--- src/sv/iff_pkg.sv ---
`timescale 1ns / 1ps
`default_nettype none
// ----------------------------------------------------------------------------
// iff_pkg
// Shared types, codes and helpers of the integer field formatter.
// ----------------------------------------------------------------------------
package iff_pkg;

	// Radix codes of the input item; any other code is taken as hexadecimal
	localparam logic [1:0] RADIX_OCT = 2'd0;
	localparam logic [1:0] RADIX_DEC = 2'd1;
	localparam logic [1:0] RADIX_HEX = 2'd2;

	// Width of the length counters of the field
	localparam int CNT_W = 8;

	// Segments of a field, in the order they are sent
	localparam int SEG_N = 6;
	localparam logic [2:0] SEG_LEAD   = 3'd0;
	localparam logic [2:0] SEG_SIGN   = 3'd1;
	localparam logic [2:0] SEG_PREFIX = 3'd2;
	localparam logic [2:0] SEG_ZERO   = 3'd3;
	localparam logic [2:0] SEG_DIGIT  = 3'd4;
	localparam logic [2:0] SEG_TRAIL  = 3'd5;

	// ASCII characters
	localparam logic [7:0] CH_BLANK = 8'h20;
	localparam logic [7:0] CH_PLUS  = 8'h2B;
	localparam logic [7:0] CH_MINUS = 8'h2D;
	localparam logic [7:0] CH_ZERO  = 8'h30;
	localparam logic [7:0] CH_X_LO  = 8'h78;
	localparam logic [7:0] CH_X_UP  = 8'h58;
	localparam logic [7:0] CH_A_LO  = 8'h61;
	localparam logic [7:0] CH_A_UP  = 8'h41;

	// Commands from the sequencer to the digit converter
	typedef struct packed {
		logic start;
		logic pop;
	} conv_ctrl_t;

	// Status of the digit converter
	typedef struct packed {
		logic       done;
		logic [3:0] top_digit;
	} conv_stat_t;

	// Map a digit value to its ASCII character
	function automatic logic [7:0] digit_char(input logic [3:0] d, input logic upper);
		logic [7:0] c;
		if (d < 4'd10) begin
			c = CH_ZERO + {4'd0, d};
		end else if (upper) begin
			c = CH_A_UP + {4'd0, d} - 8'd10;
		end else begin
			c = CH_A_LO + {4'd0, d} - 8'd10;
		end
		return c;
	endfunction

endpackage
`default_nettype wire

--- src/sv/iff_item_if.sv ---
`timescale 1ns / 1ps
`default_nettype none
// ----------------------------------------------------------------------------
// iff_item_if
// Input channel: one integer conversion request per transaction.
// ----------------------------------------------------------------------------
interface iff_item_if;
	logic        valid;
	logic        ready;
	logic [63:0] magnitude;
	logic        is_negative;
	logic [1:0]  radix_select;
	logic        upper_case;
	logic        align_left;
	logic        pad_zero;
	logic        plus_sign;
	logic        blank_sign;
	logic [6:0]  field_width;
	logic [5:0]  min_digits;
	logic        precision_given;
	logic        alt_form;

	modport source (
		output valid, magnitude, is_negative, radix_select, upper_case, align_left,
			pad_zero, plus_sign, blank_sign, field_width, min_digits, precision_given,
			alt_form,
		input  ready
	);

	modport sink (
		input  valid, magnitude, is_negative, radix_select, upper_case, align_left,
			pad_zero, plus_sign, blank_sign, field_width, min_digits, precision_given,
			alt_form,
		output ready
	);
endinterface
`default_nettype wire

--- src/sv/iff_result_if.sv ---
`timescale 1ns / 1ps
`default_nettype none
// ----------------------------------------------------------------------------
// iff_result_if
// Output channel: one character of the formatted field per transaction.
// ----------------------------------------------------------------------------
interface iff_result_if;
	logic       valid;
	logic       ready;
	logic [7:0] out_char;
	logic       last_char;

	modport source (
		output valid, out_char, last_char,
		input  ready
	);

	modport sink (
		input  valid, out_char, last_char,
		output ready
	);
endinterface
`default_nettype wire

--- src/sv/iff_digit_conv.sv ---
`timescale 1ns / 1ps
`default_nettype none
// ----------------------------------------------------------------------------
// iff_digit_conv
// Bit-serial radix converter: shifts the value in one bit per cycle into a
// chain of digit slots (shift-and-add-3 for decimal), then drops leading zero
// digits and hands the digits out most significant first.
// ----------------------------------------------------------------------------
module iff_digit_conv #(
	parameter int VALUE_BITS = 64
) (
	input  wire                          clk,
	input  wire                          arst_n,
	input  wire iff_pkg::conv_ctrl_t     ctrl,
	input  wire [VALUE_BITS-1:0]         value,
	input  wire [1:0]                    radix,
	output iff_pkg::conv_stat_t          stat,
	output logic [$clog2((VALUE_BITS+2)/3+1)-1:0] ndig
);

	localparam int NDIG = (VALUE_BITS + 2) / 3;
	localparam int NW   = $clog2(NDIG + 1);
	localparam int BW   = $clog2(VALUE_BITS + 1);

	typedef enum logic [3:0] {
		C_IDLE  = 4'b0001,
		C_SHIFT = 4'b0010,
		C_NORM  = 4'b0100,
		C_DONE  = 4'b1000
	} conv_phase_t;

	conv_phase_t           phase_q;
	logic [BW-1:0]         bits_q;
	logic [NW-1:0]         ndig_q;
	logic [VALUE_BITS-1:0] value_q;
	logic [1:0]            radix_q;
	logic [3:0]            slot_q [NDIG];
	logic [3:0]            corr   [NDIG];
	logic [3:0]            shifted[NDIG];
	logic [NDIG-1:0]       carry;
	logic                  norm_shift;

	// Correct and shift the digit chain by one bit
	always_comb begin
		carry[0] = value_q[VALUE_BITS-1];
		for (int i = 0; i < NDIG; i++) begin
			if (radix_q == iff_pkg::RADIX_DEC && slot_q[i] >= 4'd5) begin
				corr[i] = slot_q[i] + 4'd3;
			end else begin
				corr[i] = slot_q[i];
			end
			if (radix_q == iff_pkg::RADIX_OCT) begin
				shifted[i] = {1'b0, corr[i][1:0], carry[i]};
				if (i < NDIG - 1) begin
					carry[i+1] = corr[i][2];
				end
			end else begin
				shifted[i] = {corr[i][2:0], carry[i]};
				if (i < NDIG - 1) begin
					carry[i+1] = corr[i][3];
				end
			end
		end
	end

	// Drop a leading zero digit while more than one remains
	assign norm_shift = (phase_q == C_NORM) && (ndig_q > NW'(1))
		&& (slot_q[NDIG-1] == 4'd0);

	// Sequence the conversion
	always_ff @(posedge clk or negedge arst_n) begin
		if (!arst_n) begin
			phase_q <= C_IDLE;
			bits_q  <= '0;
			ndig_q  <= '0;
		end else if (ctrl.start) begin
			phase_q <= C_SHIFT;
			bits_q  <= BW'(VALUE_BITS);
		end else begin
			case (phase_q)
				C_SHIFT: begin
					bits_q <= bits_q - BW'(1);
					if (bits_q == BW'(1)) begin
						phase_q <= C_NORM;
						ndig_q  <= NW'(NDIG);
					end
				end
				C_NORM: begin
					if (norm_shift) begin
						ndig_q <= ndig_q - NW'(1);
					end else begin
						phase_q <= C_DONE;
					end
				end
				C_IDLE, C_DONE: begin
					phase_q <= phase_q;
				end
				default: begin
					phase_q <= C_IDLE;
				end
			endcase
		end
	end

	// Hold the value and the digit slots
	always_ff @(posedge clk) begin
		if (ctrl.start) begin
			value_q <= value;
			radix_q <= radix;
			for (int i = 0; i < NDIG; i++) begin
				slot_q[i] <= 4'd0;
			end
		end else if (phase_q == C_SHIFT) begin
			value_q <= {value_q[VALUE_BITS-2:0], 1'b0};
			for (int i = 0; i < NDIG; i++) begin
				slot_q[i] <= shifted[i];
			end
		end else if (norm_shift || (phase_q == C_DONE && ctrl.pop)) begin
			slot_q[0] <= 4'd0;
			for (int i = 1; i < NDIG; i++) begin
				slot_q[i] <= slot_q[i-1];
			end
		end
	end

	assign stat.done      = (phase_q == C_DONE);
	assign stat.top_digit = slot_q[NDIG-1];
	assign ndig           = ndig_q;

endmodule
`default_nettype wire

--- src/sv/integer_field_formatter_unit.sv ---
`timescale 1ns / 1ps
`default_nettype none
// ----------------------------------------------------------------------------
// integer_field_formatter_unit
// printf-style integer conversion: turns a magnitude, sign and flags into the
// ASCII characters of the padded field.
// ----------------------------------------------------------------------------
// Usage:
//   item   : one conversion request per transaction (magnitude, sign flag,
//            radix and the printf flags). Taken only while the unit is idle.
//   result : one character per transaction, last_char set on the final one.
//            A field with nothing to print sends no transaction at all.
// Sequence per item:
//   the value is shifted bit by bit through the digit chain, leading zero
//   digits are dropped, the segments of the field are handed over and sized,
//   then the characters are sent segment by segment, and each of the six
//   segments is closed once its count is spent. A new item is taken only
//   when the unit is back in idle after the last segment closes.
// Stalls: while result.ready is low the character stays in the output
//   register and the sequencer waits; nothing is lost or repeated.
// Reset: arst_n returns the unit to idle and empties the output register.
// ----------------------------------------------------------------------------
module integer_field_formatter_unit #(
	parameter int VALUE_BITS = 64,
	parameter int MAX_FIELD  = 64
) (
	input wire           clk,
	input wire           arst_n,
	iff_item_if.sink     item,
	iff_result_if.source result
);

	localparam int NDIG   = (VALUE_BITS + 2) / 3;
	localparam int NW     = $clog2(NDIG + 1);
	localparam int CW     = iff_pkg::CNT_W;
	localparam int WCLAMP = (MAX_FIELD < 127) ? MAX_FIELD : 127;
	localparam int PCLAMP = (MAX_FIELD - 3 < 63) ? MAX_FIELD - 3 : 63;

	typedef enum logic [3:0] {
		S_IDLE = 4'b0001,
		S_CONV = 4'b0010,
		S_CALC = 4'b0100,
		S_EMIT = 4'b1000
	} fmt_state_t;

	fmt_state_t          state_q;
	iff_pkg::conv_ctrl_t conv_ctrl;
	iff_pkg::conv_stat_t conv_stat;
	logic [NW-1:0]       conv_ndig;

	// Flags held for the current item
	logic       nsign_q;
	logic [7:0] sign_ch_q;
	logic       oct_q;
	logic       hex_q;
	logic       upper_q;
	logic       left_q;
	logic       zpad_q;
	logic       alt_q;
	logic       hasprec_q;
	logic       nz_q;
	logic       pre_hex_q;
	logic [6:0] width_q;
	logic [5:0] prec_q;

	// Segment counters
	logic [CW-1:0] cnt_q [iff_pkg::SEG_N];
	logic [2:0]    seg_q;

	// Output register
	logic       out_valid_q;
	logic [7:0] out_char_q;
	logic       out_last_q;

	logic item_acc;
	logic load_out;
	logic later_nz;
	logic [CW-1:0] cur_cnt;
	logic [7:0]    next_char;

	// Field sizing
	logic [CW-1:0] nd_c;
	logic [CW-1:0] prec_c;
	logic [CW-1:0] nzero_c;
	logic [1:0]    npre_c;
	logic [CW-1:0] body_c;
	logic [CW-1:0] width_c;
	logic [CW-1:0] pad_c;
	logic          zfill_c;

	assign item_acc  = item.valid && item.ready;
	assign item.ready = (state_q == S_IDLE);

	iff_digit_conv #(
		.VALUE_BITS(VALUE_BITS)
	) u_conv (
		.clk   (clk),
		.arst_n(arst_n),
		.ctrl  (conv_ctrl),
		.value (item.magnitude[VALUE_BITS-1:0]),
		.radix (item.radix_select),
		.stat  (conv_stat),
		.ndig  (conv_ndig)
	);

	assign conv_ctrl.start = item_acc;
	assign conv_ctrl.pop   = load_out && (seg_q == iff_pkg::SEG_DIGIT);

	// Size the segments of the field
	always_comb begin
		if (hasprec_q && prec_q == 6'd0 && !nz_q) begin
			nd_c = '0;
		end else begin
			nd_c = CW'(conv_ndig);
		end
		prec_c = CW'(prec_q);
		if (hasprec_q && prec_c > nd_c) begin
			nzero_c = prec_c - nd_c;
		end else begin
			nzero_c = '0;
		end
		if (alt_q && hex_q && nz_q) begin
			npre_c = 2'd2;
		end else if (alt_q && oct_q && nzero_c == '0 && (nd_c == '0 || nz_q)) begin
			npre_c = 2'd1;
		end else begin
			npre_c = 2'd0;
		end
		body_c  = CW'(nsign_q) + CW'(npre_c) + nzero_c + nd_c;
		width_c = CW'(width_q);
		if (width_c > body_c) begin
			pad_c = width_c - body_c;
		end else begin
			pad_c = '0;
		end
		zfill_c = !left_q && zpad_q && !hasprec_q;
	end

	// Pick the character of the current segment
	always_comb begin
		cur_cnt = cnt_q[seg_q];
		case (seg_q)
			iff_pkg::SEG_SIGN: begin
				next_char = sign_ch_q;
			end
			iff_pkg::SEG_PREFIX: begin
				if (pre_hex_q && cur_cnt == CW'(1)) begin
					next_char = upper_q ? iff_pkg::CH_X_UP : iff_pkg::CH_X_LO;
				end else begin
					next_char = iff_pkg::CH_ZERO;
				end
			end
			iff_pkg::SEG_ZERO: begin
				next_char = iff_pkg::CH_ZERO;
			end
			iff_pkg::SEG_DIGIT: begin
				next_char = iff_pkg::digit_char(conv_stat.top_digit, upper_q);
			end
			default: begin
				next_char = iff_pkg::CH_BLANK;
			end
		endcase
		later_nz = 1'b0;
		for (int i = 0; i < iff_pkg::SEG_N; i++) begin
			if (3'(i) > seg_q && cnt_q[i] != '0) begin
				later_nz = 1'b1;
			end
		end
	end

	assign load_out = (state_q == S_EMIT) && (cur_cnt != '0)
		&& (!out_valid_q || result.ready);

	// Sequence one item through conversion, sizing and output
	always_ff @(posedge clk or negedge arst_n) begin
		if (!arst_n) begin
			state_q <= S_IDLE;
			seg_q   <= iff_pkg::SEG_LEAD;
		end else begin
			case (state_q)
				S_IDLE: begin
					if (item_acc) begin
						state_q <= S_CONV;
					end
				end
				S_CONV: begin
					if (conv_stat.done) begin
						state_q <= S_CALC;
					end
				end
				S_CALC: begin
					seg_q   <= iff_pkg::SEG_LEAD;
					state_q <= S_EMIT;
				end
				S_EMIT: begin
					if (cur_cnt == '0) begin
						if (seg_q == iff_pkg::SEG_TRAIL) begin
							state_q <= S_IDLE;
						end else begin
							seg_q <= seg_q + 3'd1;
						end
					end
				end
				default: begin
					state_q <= S_IDLE;
				end
			endcase
		end
	end

	// Capture flags and count down the segments
	always_ff @(posedge clk) begin
		if (item_acc) begin
			upper_q   <= item.upper_case;
			left_q    <= item.align_left;
			zpad_q    <= item.pad_zero;
			alt_q     <= item.alt_form;
			hasprec_q <= item.precision_given;
			oct_q     <= (item.radix_select == iff_pkg::RADIX_OCT);
			hex_q     <= (item.radix_select != iff_pkg::RADIX_OCT)
				&& (item.radix_select != iff_pkg::RADIX_DEC);
			nz_q      <= |item.magnitude[VALUE_BITS-1:0];
			nsign_q   <= item.is_negative || item.plus_sign || item.blank_sign;
			if (item.is_negative) begin
				sign_ch_q <= iff_pkg::CH_MINUS;
			end else if (item.plus_sign) begin
				sign_ch_q <= iff_pkg::CH_PLUS;
			end else begin
				sign_ch_q <= iff_pkg::CH_BLANK;
			end
			width_q <= (item.field_width > 7'(WCLAMP)) ? 7'(WCLAMP) : item.field_width;
			prec_q  <= (item.min_digits > 6'(PCLAMP)) ? 6'(PCLAMP) : item.min_digits;
		end
		if (state_q == S_CALC) begin
			cnt_q[iff_pkg::SEG_LEAD]   <= (!left_q && !zfill_c) ? pad_c : '0;
			cnt_q[iff_pkg::SEG_SIGN]   <= CW'(nsign_q);
			cnt_q[iff_pkg::SEG_PREFIX] <= CW'(npre_c);
			cnt_q[iff_pkg::SEG_ZERO]   <= nzero_c + (zfill_c ? pad_c : '0);
			cnt_q[iff_pkg::SEG_DIGIT]  <= nd_c;
			cnt_q[iff_pkg::SEG_TRAIL]  <= left_q ? pad_c : '0;
			pre_hex_q <= (npre_c == 2'd2);
		end else if (load_out) begin
			cnt_q[seg_q] <= cur_cnt - CW'(1);
		end
	end

	// Hold the character until the receiver takes it
	always_ff @(posedge clk or negedge arst_n) begin
		if (!arst_n) begin
			out_valid_q <= 1'b0;
		end else if (load_out) begin
			out_valid_q <= 1'b1;
		end else if (result.ready) begin
			out_valid_q <= 1'b0;
		end
	end

	always_ff @(posedge clk) begin
		if (load_out) begin
			out_char_q <= next_char;
			out_last_q <= (cur_cnt == CW'(1)) && !later_nz;
		end
	end

	assign result.valid     = out_valid_q;
	assign result.out_char  = out_char_q;
	assign result.last_char = out_last_q;

endmodule
`default_nettype wire
--- src/flat_wrapper.sv ---
// flat-port wrapper written by rule: the top's interface ports become plain ports
module integer_field_formatter_unit_flat 
#(
	parameter int VALUE_BITS = 64,
	parameter int MAX_FIELD  = 64
)
  (clk, arst_n, item_valid, item_magnitude, item_is_negative, item_radix_select, item_upper_case, item_align_left, item_pad_zero, item_plus_sign, item_blank_sign, item_field_width, item_min_digits, item_precision_given, item_alt_form, item_ready, result_valid, result_out_char, result_last_char, result_ready);
  iff_item_if item_i ();
  iff_result_if result_i ();
  input wire clk;
  input wire arst_n;
  input wire logic [$bits(item_i.valid)-1:0] item_valid;
  input wire logic [$bits(item_i.magnitude)-1:0] item_magnitude;
  input wire logic [$bits(item_i.is_negative)-1:0] item_is_negative;
  input wire logic [$bits(item_i.radix_select)-1:0] item_radix_select;
  input wire logic [$bits(item_i.upper_case)-1:0] item_upper_case;
  input wire logic [$bits(item_i.align_left)-1:0] item_align_left;
  input wire logic [$bits(item_i.pad_zero)-1:0] item_pad_zero;
  input wire logic [$bits(item_i.plus_sign)-1:0] item_plus_sign;
  input wire logic [$bits(item_i.blank_sign)-1:0] item_blank_sign;
  input wire logic [$bits(item_i.field_width)-1:0] item_field_width;
  input wire logic [$bits(item_i.min_digits)-1:0] item_min_digits;
  input wire logic [$bits(item_i.precision_given)-1:0] item_precision_given;
  input wire logic [$bits(item_i.alt_form)-1:0] item_alt_form;
  output wire logic [$bits(item_i.ready)-1:0] item_ready;
  output wire logic [$bits(result_i.valid)-1:0] result_valid;
  output wire logic [$bits(result_i.out_char)-1:0] result_out_char;
  output wire logic [$bits(result_i.last_char)-1:0] result_last_char;
  input wire logic [$bits(result_i.ready)-1:0] result_ready;
  assign item_i.valid = item_valid;
  assign item_i.magnitude = item_magnitude;
  assign item_i.is_negative = item_is_negative;
  assign item_i.radix_select = item_radix_select;
  assign item_i.upper_case = item_upper_case;
  assign item_i.align_left = item_align_left;
  assign item_i.pad_zero = item_pad_zero;
  assign item_i.plus_sign = item_plus_sign;
  assign item_i.blank_sign = item_blank_sign;
  assign item_i.field_width = item_field_width;
  assign item_i.min_digits = item_min_digits;
  assign item_i.precision_given = item_precision_given;
  assign item_i.alt_form = item_alt_form;
  assign item_ready = item_i.ready;
  assign result_valid = result_i.valid;
  assign result_out_char = result_i.out_char;
  assign result_last_char = result_i.last_char;
  assign result_i.ready = result_ready;
  integer_field_formatter_unit #(.VALUE_BITS(VALUE_BITS), .MAX_FIELD(MAX_FIELD)) u_core (.clk(clk), .arst_n(arst_n), .item(item_i), .result(result_i));
endmodule
--- config.mk ---
export PLATFORM = sky130hd
export DESIGN_NAME = integer_field_formatter_unit_flat
export DESIGN_NICKNAME = d
export VERILOG_FILES = /design/src/sv/iff_pkg.sv /design/src/sv/iff_item_if.sv /design/src/sv/iff_result_if.sv /design/src/sv/iff_digit_conv.sv /design/src/sv/integer_field_formatter_unit.sv /design/src/flat_wrapper.sv
export SDC_FILE = /design/constraint.sdc
export NUM_CORES = 1
export LEC_CHECK = 0
export BUFFER_PORTS_ARGS = -buffer_cell sky130_fd_sc_hd__buf_2
export CAP_MARGIN = 10
export CORE_MARGIN = 2
export CORE_UTILIZATION = 35
export DETAILED_ROUTE_END_ITERATION = 10
export PLACE_DENSITY = 0.57
export SYNTH_ARGS = -nofsm -noshare
export SYNTH_HDL_FRONTEND = slang
export SYNTH_SLANG_ARGS = --single-unit
export TNS_END_PERCENT = 20
--- constraint.sdc ---
create_clock -name clk -period 11.4 [get_ports clk]
set_clock_uncertainty 0.1 [all_clocks]
set_input_delay 1.71 -clock clk [delete_from_list [all_inputs] [get_ports clk]]
set_output_delay 1.71 -clock clk [all_outputs]
set_load 0.01 [all_outputs]
==> metrics.md, run 1 <==
| Metric | Value |
|---|---|
| Status | `complete, no violations` |
| GRT Total Usage | `0.164` |
| Root Driver | `clkbuf_16` |
| Overall die area | `48600 um^2` |
| Mapped cell area | `16400 um^2` |
| Post-CTS Setup Repair Bufs | `0` |
| Final net count | `1841` |
| IR drop worst, VDD | `0.120 mV` |
| Diodes inserted | `0` |
| Fmax | `125 MHz` |
| Core area | `46400 um^2` |
| Fin crit share | `0.703` |
| IO Pins | `102` |
| Post-synthesis register bit count | `~280` |
| WP buf/inv | `2` |
| Initial antenna violation count | `1` |
| Final Hold Fails | `0` |
| Slew HR | `0.280` |
| Critical Path Max Stage Delay | `around 0.48 ns` |
| Ratio of cells with drive above 1 in the final layout | `0.121` |
| First-pass GRT wire length | `63.5 mm` |
| Die width | `between 200 and 250 um` |
| CTS Sinks | `276` |
| Top FF cell, synth | `edfxtp_1` |
| Startpoint Class | `register` |
| CP dominant cell by count | `ha_1` |
| DRC | `0` |
| Min Tclk post-route | `8.02 ns` |
| CP delay by family, top | `adder cells` |
| DR vias | `12100` |
| Crit path kind | `register to register` |
| Post-layout worst setup margin | `3.38 ns` |
| Cells after synthesis | `~1600` |
| Max Slew Vio Count | `0` |
| Worst hold path class | `register to register` |
| Clock latency on the worst-skew pair | `around 0.54 ns` |
| Input/output buffers | `100` |
| Post-detail-place hpwl | `27.0 mm` |
| WL per Instance | `17.0 um` |
| FFs w/ async S/R, synth | `0.0870` |
| CP endpoint kind | `register` |
| CP Data Arrival Time | `8.17 ns` |
| Post-placement setup slack | `3.42 ns` |
| Leak | `7.40 nW` |
| Worst Path Max Fanout | `6` |
| P per Cell Area | `roughly 240 nW/um^2` |
| RSZ-0062 raised after global routing | `no` |
| Clock slew at reported path FFs | `0.06 ns` |
| Clock Tree Buf Depth | `3` |
| CP Data Required Time | `approximately 12 ns` |
| Congestion Overflow GR | `0` |
| Synth cell types | `71` |
| Routed Wire Length | `39.0 mm` |
| H-tree levels | `2` |
| Setup TNS | `0 ns` |
| Starting Density | `0.353` |
| Vias in the first global route | `12000` |
| Yosys warnings | `0` |
| Die height | `220 um` |
| Seq/Total Area, Yosys | `0.499` |
| Post-synth EDFFs | `252` |
| Synthesis-to-layout area growth | `13.3%` |
| Routability cong. | `0.858` |
| Cts repair resizes | `0` |
| Average cell area after synthesis | `about 10 um^2` |
| DR pass1 iterations | `5` |
| Vias per cell | `5.28` |
| Final Setup Violations | `0` |
| Num CTS Buffers | `34` |
| Slowest CP cell | `fa_1` |
| TritonCTS clock tree | `built` |
| # hold bufs at CTS | `0` |
| Max-Cap Viols | `0` |
| Post-synthesis net count | `approximately 1800` |
| Largest net degree at the start of global routing | `91` |
| DRT antenna net count | `0` |
| DRT iter0 DRCs | `about 800` |
| Site Rows | `79` |
| Worst slew pin tran | `1.08 ns` |
## layout make-up
| type | instances | area, um^2 |
|---|---|---|
| fill | 4495 | 27800 |
| sequential | 276 | 8170 |
| multi-input combinational | 1139 | 7560 |
| clock buffer | 41 | 877 |
| tap | 607 | 759 |
| timing repair buffer | 117 | 628 |
| inverter | 91 | 344 |
| clock inverter | 21 | 225 |
## layer usage
metal / part of all wire / GRT usage / vias to the layer above
li1: - / - / 5882
met5: 0.00028 / 0 / -
met1: 0.49 / 0.238 / 5851
met3: 0.057 / 0.0323 / 56
met4: 0.019 / 0.0418 / 2
met2: 0.44 / 0.251 / 314
## sequential cells by signal, indices dropped and copies added, names as in the netlist, 2 cells and up
signal and cells:
u_core.u_conv.radix_q 2, u_core.u_conv.bits_q 7, u_core.u_conv.phase_q 4, u_core.seg_q 3, u_core.u_conv.ndig 5, u_core.u_conv.value_q 64
u_core.cnt_q 64, u_core.result.out_char 7, u_core.prec_q 6, u_core.state_q 4, u_core.sign_ch_q 3, u_core.u_conv.slot_q 88
u_core.width_q 7
## tightest hold or removal path: stages, from the launching register on
cell,delay [ns]
edfxtp_1,0.32
nand2_1,0.04
nand2_1,0.05
## final timing paths
path	from	endpoint	slack, ns	depth (start not counted)
worst max register to register	u_core.prec_q[1]	u_core.cnt_q[3][6]	3.38	36
worst max-delay path	u_core.prec_q[1]	u_core.cnt_q[3][6]	3.38	36
worst min-delay path	u_core.u_conv.value_q[46]	u_core.u_conv.value_q[47]	0.41	2
worst min register to register	u_core.u_conv.value_q[46]	u_core.u_conv.value_q[47]	0.41	2
max in group asynchronous	arst_n	u_core.state_q[1]	9.75	1
min in group asynchronous	arst_n	u_core.u_conv.bits_q[6]	1.06	1
## stage by stage
step	std cells	hold slack [ns]	power, mW	instance area, um^2	utilization
after floorplan	1579	0.389	2.92	16400	-
after global placement	2230	0.398	3.33	17500	0.377
after detailed placement	2230	0.403	3.36	17500	0.377
after CTS	2292	0.414	4.47	18600	0.400
after global routing	2292	0.435	4.76	18600	0.400
final	2292	0.414	4.43	18600	0.400
## where the power goes
group,switching (mW),internal (mW),leakage (nW)
combinational,1.00,0.615,4.14
clock,0.437,0.644,0.543
sequential,0.195,1.53,2.71
## synthesized netlist by cell type (16+ instances only)
library cell / instances / area (um^2)
nand3_1: 35 / 175
a21oi_1: 81 / 405
xnor2_1: 42 / 368
a22o_1: 51 / 447
nand2b_1: 44 / 275
nor4_1: 31 / 194
nor2_1: 107 / 402
o21ai_0: 83 / 415
nor2b_1: 18 / 113
nor3_1: 23 / 115
inv_1: 89 / 334
nand2_1: 258 / 968
or4_1: 16 / 120
xor2_1: 20 / 175
clkbuf_1: 55 / 206
ha_1: 84 / 1050
dfrtp_1: 22 / 551
nand3b_1: 17 / 128
mux2i_1: 42 / 420
edfxtp_1: 252 / 7570
## cells by family (layout without fill, tap and decap cells)
| kind of cell | Yosys count | count (layout) | share of synthesized area |
|---|---|---|---|
| other | 1 | 1 | 0.000229 |
| xor gates and xnor gates | 62 | 62 | 0.0331 |
| buffers and inverters | 164 | 270 | 0.0424 |
| muxes | 66 | 66 | 0.0515 |
| AOI/OAI and AO/OA | 307 | 307 | 0.121 |
| DFF | 276 | 276 | 0.499 |
| adders and majority gates | 91 | 91 | 0.0727 |
| and+or+nand+nor | 612 | 612 | 0.180 |
## layout by cell type (no fill, tap or decap), drive strengths merged, types with 9 or more instances in the layout
| cell | n |
|---|---|
| o31a | 10 |
| xnor2 | 42 |
| nand3 | 36 |
| nor2 | 108 |
| mux2 | 11 |
| a21o | 16 |
| or3 | 10 |
| clkbuf | 41 |
| or4 | 16 |
| dfrtp | 22 |
| nor2b | 18 |
| nand2 | 258 |
| buf | 117 |
| edfxtp | 252 |
| nor4 | 32 |
| xor2 | 20 |
| clkinv | 15 |
| a211oi | 11 |
| nand4 | 10 |
| ha | 84 |
| and2 | 9 |
| nand3b | 17 |
| o211ai | 12 |
| mux4 | 13 |
| nand2b | 45 |
| mux2i | 42 |
| a22o | 51 |
| nor3 | 24 |
| o21ai | 86 |
| inv | 93 |
| a21oi | 81 |
Power figures use the tool's default switching activity.
==> inputs of run 2 (changes only) <==
==> constraint.sdc (replaced) <==
create_clock -name clk -period 7.4 [get_ports clk]
set_clock_uncertainty 0.1 [all_clocks]
set_input_delay 1.11 -clock clk [delete_from_list [all_inputs] [get_ports clk]]
set_output_delay 1.11 -clock clk [all_outputs]
set_load 0.01 [all_outputs]
==> run 2 against run 1 <==
  * First-iteration DRC count up 13%
  * Largest cell class unchanged
  * Highest routed layer is now met4
  * Global-route usage decreased by 0.12 points
  * Routed wire length increased by 2.3%
  * Die area stayed put
  * Critical endpoint is now u_core.cnt_q[3][7]
  * Sequential cell count stayed put
  * Clock power increased by 36%
==> metrics.md, run 2 (synthesis gave the netlist of run 1 again) <==
| Metric | Value |
|---|---|
| Ratio of cells with drive above 1 in the final layout | `0.164 (+0.0427)` |
| Hold Path Cell Cnt | `2 (unchanged)` |
| Post-detail-place hpwl | `27.0 mm (about the same)` |
| Worst Path Max Fanout | `3 (-3)` |
| Fmax | `135 MHz (+8.6%)` |
| Overall die area | `48600 um^2 (unchanged)` |
| Min Tclk post-route | `7.38 ns (-0.638 ns)` |
| DRT iter0 DRCs | `927 (+13%)` |
| Worst reg2reg path depth | `47 (+31%)` |
| Die width | `220 um (unchanged)` |
| IR drop worst, VDD | `0.186 mV (+55%)` |
| Hold Path Origin | `u_core.u_conv.value_q[2]` |
| Synthesis-to-layout area growth | `15.9%` |
| Most frequent cells in the layout | `nand2_1 (252), edfxtp_1 (252), nor2_1 (103)` |
| Slowest CP cell | `edfxtp_1` |
| RSZ-0062 raised after global routing | `yes` |
| Hold WS | `0.420 ns (+0.00540 ns)` |
| Clock latency on the worst-skew pair | `0.58 ns (+0.04 ns)` |
| CP dominant cell by count | `buf_4` |
| Routability cong. | `0.855 (-0.42%)` |
| Final net count | `1887 (+2.5%)` |
| Reg2reg end | `u_core.cnt_q[3][7]` |
| Vias in the first global route | `12100 (+1.2%)` |
| Fin crit share | `0.997 (+0.294)` |
| Crit path kind | `register to register` |
| WL per Instance | `17.1 um (+0.39%)` |
| Input/output buffers | `100 (unchanged)` |
| Worst slew pin tran | `1.22 ns (+0.144 ns)` |
| GR met3 Demand/Resource | `0.0275 (-0.00481)` |
| CP Data Required Time | `7.58 ns (-3.97 ns)` |
| Final Hold Fails | `0 (unchanged)` |
| Largest regs | `u_core.u_conv.slot_q (88), u_core.cnt_q (64), u_core.u_conv.value_q (64)` |
| TritonCTS clock tree | `built` |
| WP buf/inv | `24 (+22)` |
| DR vias | `12300 (+1.9%)` |
| Largest net degree at the start of global routing | `85 (-6.6%)` |
| Vias per cell | `5.29 (about the same)` |
| Routed Wire Length | `39.9 mm (+2.3%)` |
| DRT antenna net count | `0 (unchanged)` |
| P per Cell Area | `361 nW/um^2 (+51%)` |
| Psw | `2.57 mW (+57%)` |
| Max FFs per register | `88 (unchanged)` |
| Max Slew Vio Count | `0 (unchanged)` |
| DR pass1 iterations | `5 (unchanged)` |
| Clock Power Share | `0.214 (-0.030)` |
| P_int | `4.28 mW (+54%)` |
| Root Driver | `clkbuf_16` |
| Status | `complete, no violations` |
| Critical Path Max Stage Delay | `0.43 ns (-0.05 ns)` |
| Starting Density | `0.353 (unchanged)` |
| CP delay by family, top | `buffers and inverters` |
| Die height | `220 um (unchanged)` |
| WHS Endpoint | `u_core.u_conv.value_q[3]` |
| Seq pwr share | `0.388 (-0.002)` |
| Clock Tree Buf Depth | `3 (unchanged)` |
| Diodes inserted | `0 (unchanged)` |
| Clock slew at reported path FFs | `0.06 ns (about the same)` |
| CP Data Arrival Time | `7.56 ns (-0.61 ns)` |
| CTS Sinks | `276 (unchanged)` |
| FF-to-FF setup slack | `0.02 ns (-3.36 ns)` |
| CP endpoint kind | `register` |
| Core area | `46400 um^2 (unchanged)` |
| First-pass GRT wire length | `63.7 mm (+0.33%)` |
| IO Pins | `102 (unchanged)` |
| Slew HR | `0.173 (-0.108)` |
| Comb power frac | `0.397 (+0.031)` |
| Finished Core Util | `0.410 (+0.00920)` |
| Num CTS Buffers | `31 (-8.8%)` |
| Startpoint Class | `register` |
| Largest reg by FF count | `u_core.u_conv.slot_q` |
| Max-Cap Viols | `0 (unchanged)` |
| RR Startpoint | `u_core.hasprec_q` |
| Congestion Overflow GR | `0 (unchanged)` |
| Global Route met2 Usage | `0.257 (+0.00554)` |
| Grt peak-use layer | `met2` |
| DRC | `0 (unchanged)` |
| M1 GR Usage | `0.231 (-0.00717)` |
| Sw frac | `0.375 (+0.00590)` |
| H-tree levels | `1 (-1)` |
| Site Rows | `79 (unchanged)` |
| Worst hold path class | `register to register` |
| Final Setup Violations | `0 (unchanged)` |
| GRT Total Usage | `0.163 (-0.00119)` |
| Leak | `7.55 nW (+2.0%)` |
| Initial antenna violation count | `0 (-1)` |
-- run 2: changes by cell type in the layout (fill, tap and decap cells not counted), moves of 6 or more --
cell,change
a21oi_1,-6
a21oi_2,+6
buf_4,+46
ha_1,-7
ha_4,+6
-- run 2: area by class of cell --
| class | count | area, um^2 |
|---|---|---|
| Clock buffer | 38 | 802 |
| Clock inverter | 18 | 144 |
| Fill cell | 4403 | 27400 |
| Inverter | 91 | 344 |
| Multi-Input combinational cell | 1139 | 7760 |
| Sequential cell | 276 | 8170 |
| Tap cell | 607 | 759 |
| Timing Repair Buffer | 166 | 1010 |
-- run 2: how the worst max path moves through the flow --
stage | cells past startpoint | end | from
finish | 47 | u_core.cnt_q[3][7] | u_core.hasprec_q
global route | 50 | u_core.cnt_q[3][5] | u_core.hasprec_q
CTS | 47 | u_core.cnt_q[3][7] | u_core.hasprec_q
detailed placement | 35 | u_core.cnt_q[3][7] | u_core.prec_q[0]
global placement | 36 | u_core.cnt_q[3][6] | u_core.prec_q[0]
floorplan | 36 | u_core.cnt_q[3][6] | u_core.nz_q
-- run 2: metal layers --
layer	share of wire	vias to the layer above
met1	0.46	5941
li1	-	5960
met5	0	-
met2	0.45	382
met3	0.066	58
met4	0.022	0
-- run 2: per-stage QoR --
stage	cells	cell area [um^2]	power, mW	setup slack, ns	TNS, ns
after global routing	2335	19000	7.37	-0.203	-0.543
after global placement	2246	17600	5.17	-0.0509	-0.100
after floorplan	1579	16400	4.48	0.241	0
final	2335	19000	6.86	0.0186	0
after CTS	2328	18800	6.81	0.0133	0
after detailed placement	2246	17600	5.24	-0.339	-1.08
-- run 2: worst register-to-register path, delay by kind of cell, from the launching register on --
| family | cells | cell delay [ns] |
|---|---|---|
| adders and majority gates | 5 | 1.10 |
| xor gates and xnor gates | 2 | 0.31 |
| DFF | 1 | 0.43 |
| buffers and inverters | 24 | 2.82 |
| muxes | 1 | 0.08 |
| AOI/OAI and AO/OA | 5 | 0.75 |
| and+or+nand+nor | 10 | 1.48 |
-- run 2: power groups by stage --
stage                     registers, mW  clock network (mW)  logic [mW]
after detailed placement           2.68                   0        2.55
after global placement             2.68                   0        2.50
after global routing               2.72                1.57        3.08
after CTS                          2.66                1.51        2.64
after floorplan                    2.61                   0        1.88
final                              2.66                1.47        2.72
-- run 2: what timing repair did --
action / CTS / global route
hold buffers: 0 / 0
gates resized for setup: 16 / 33
setup endpoints to repair: 5 / 6
cloned: 0 / 0
pin swaps: 18 / 30
setup buffers: 26 / 6
hold endpoints to repair: 0 / 0
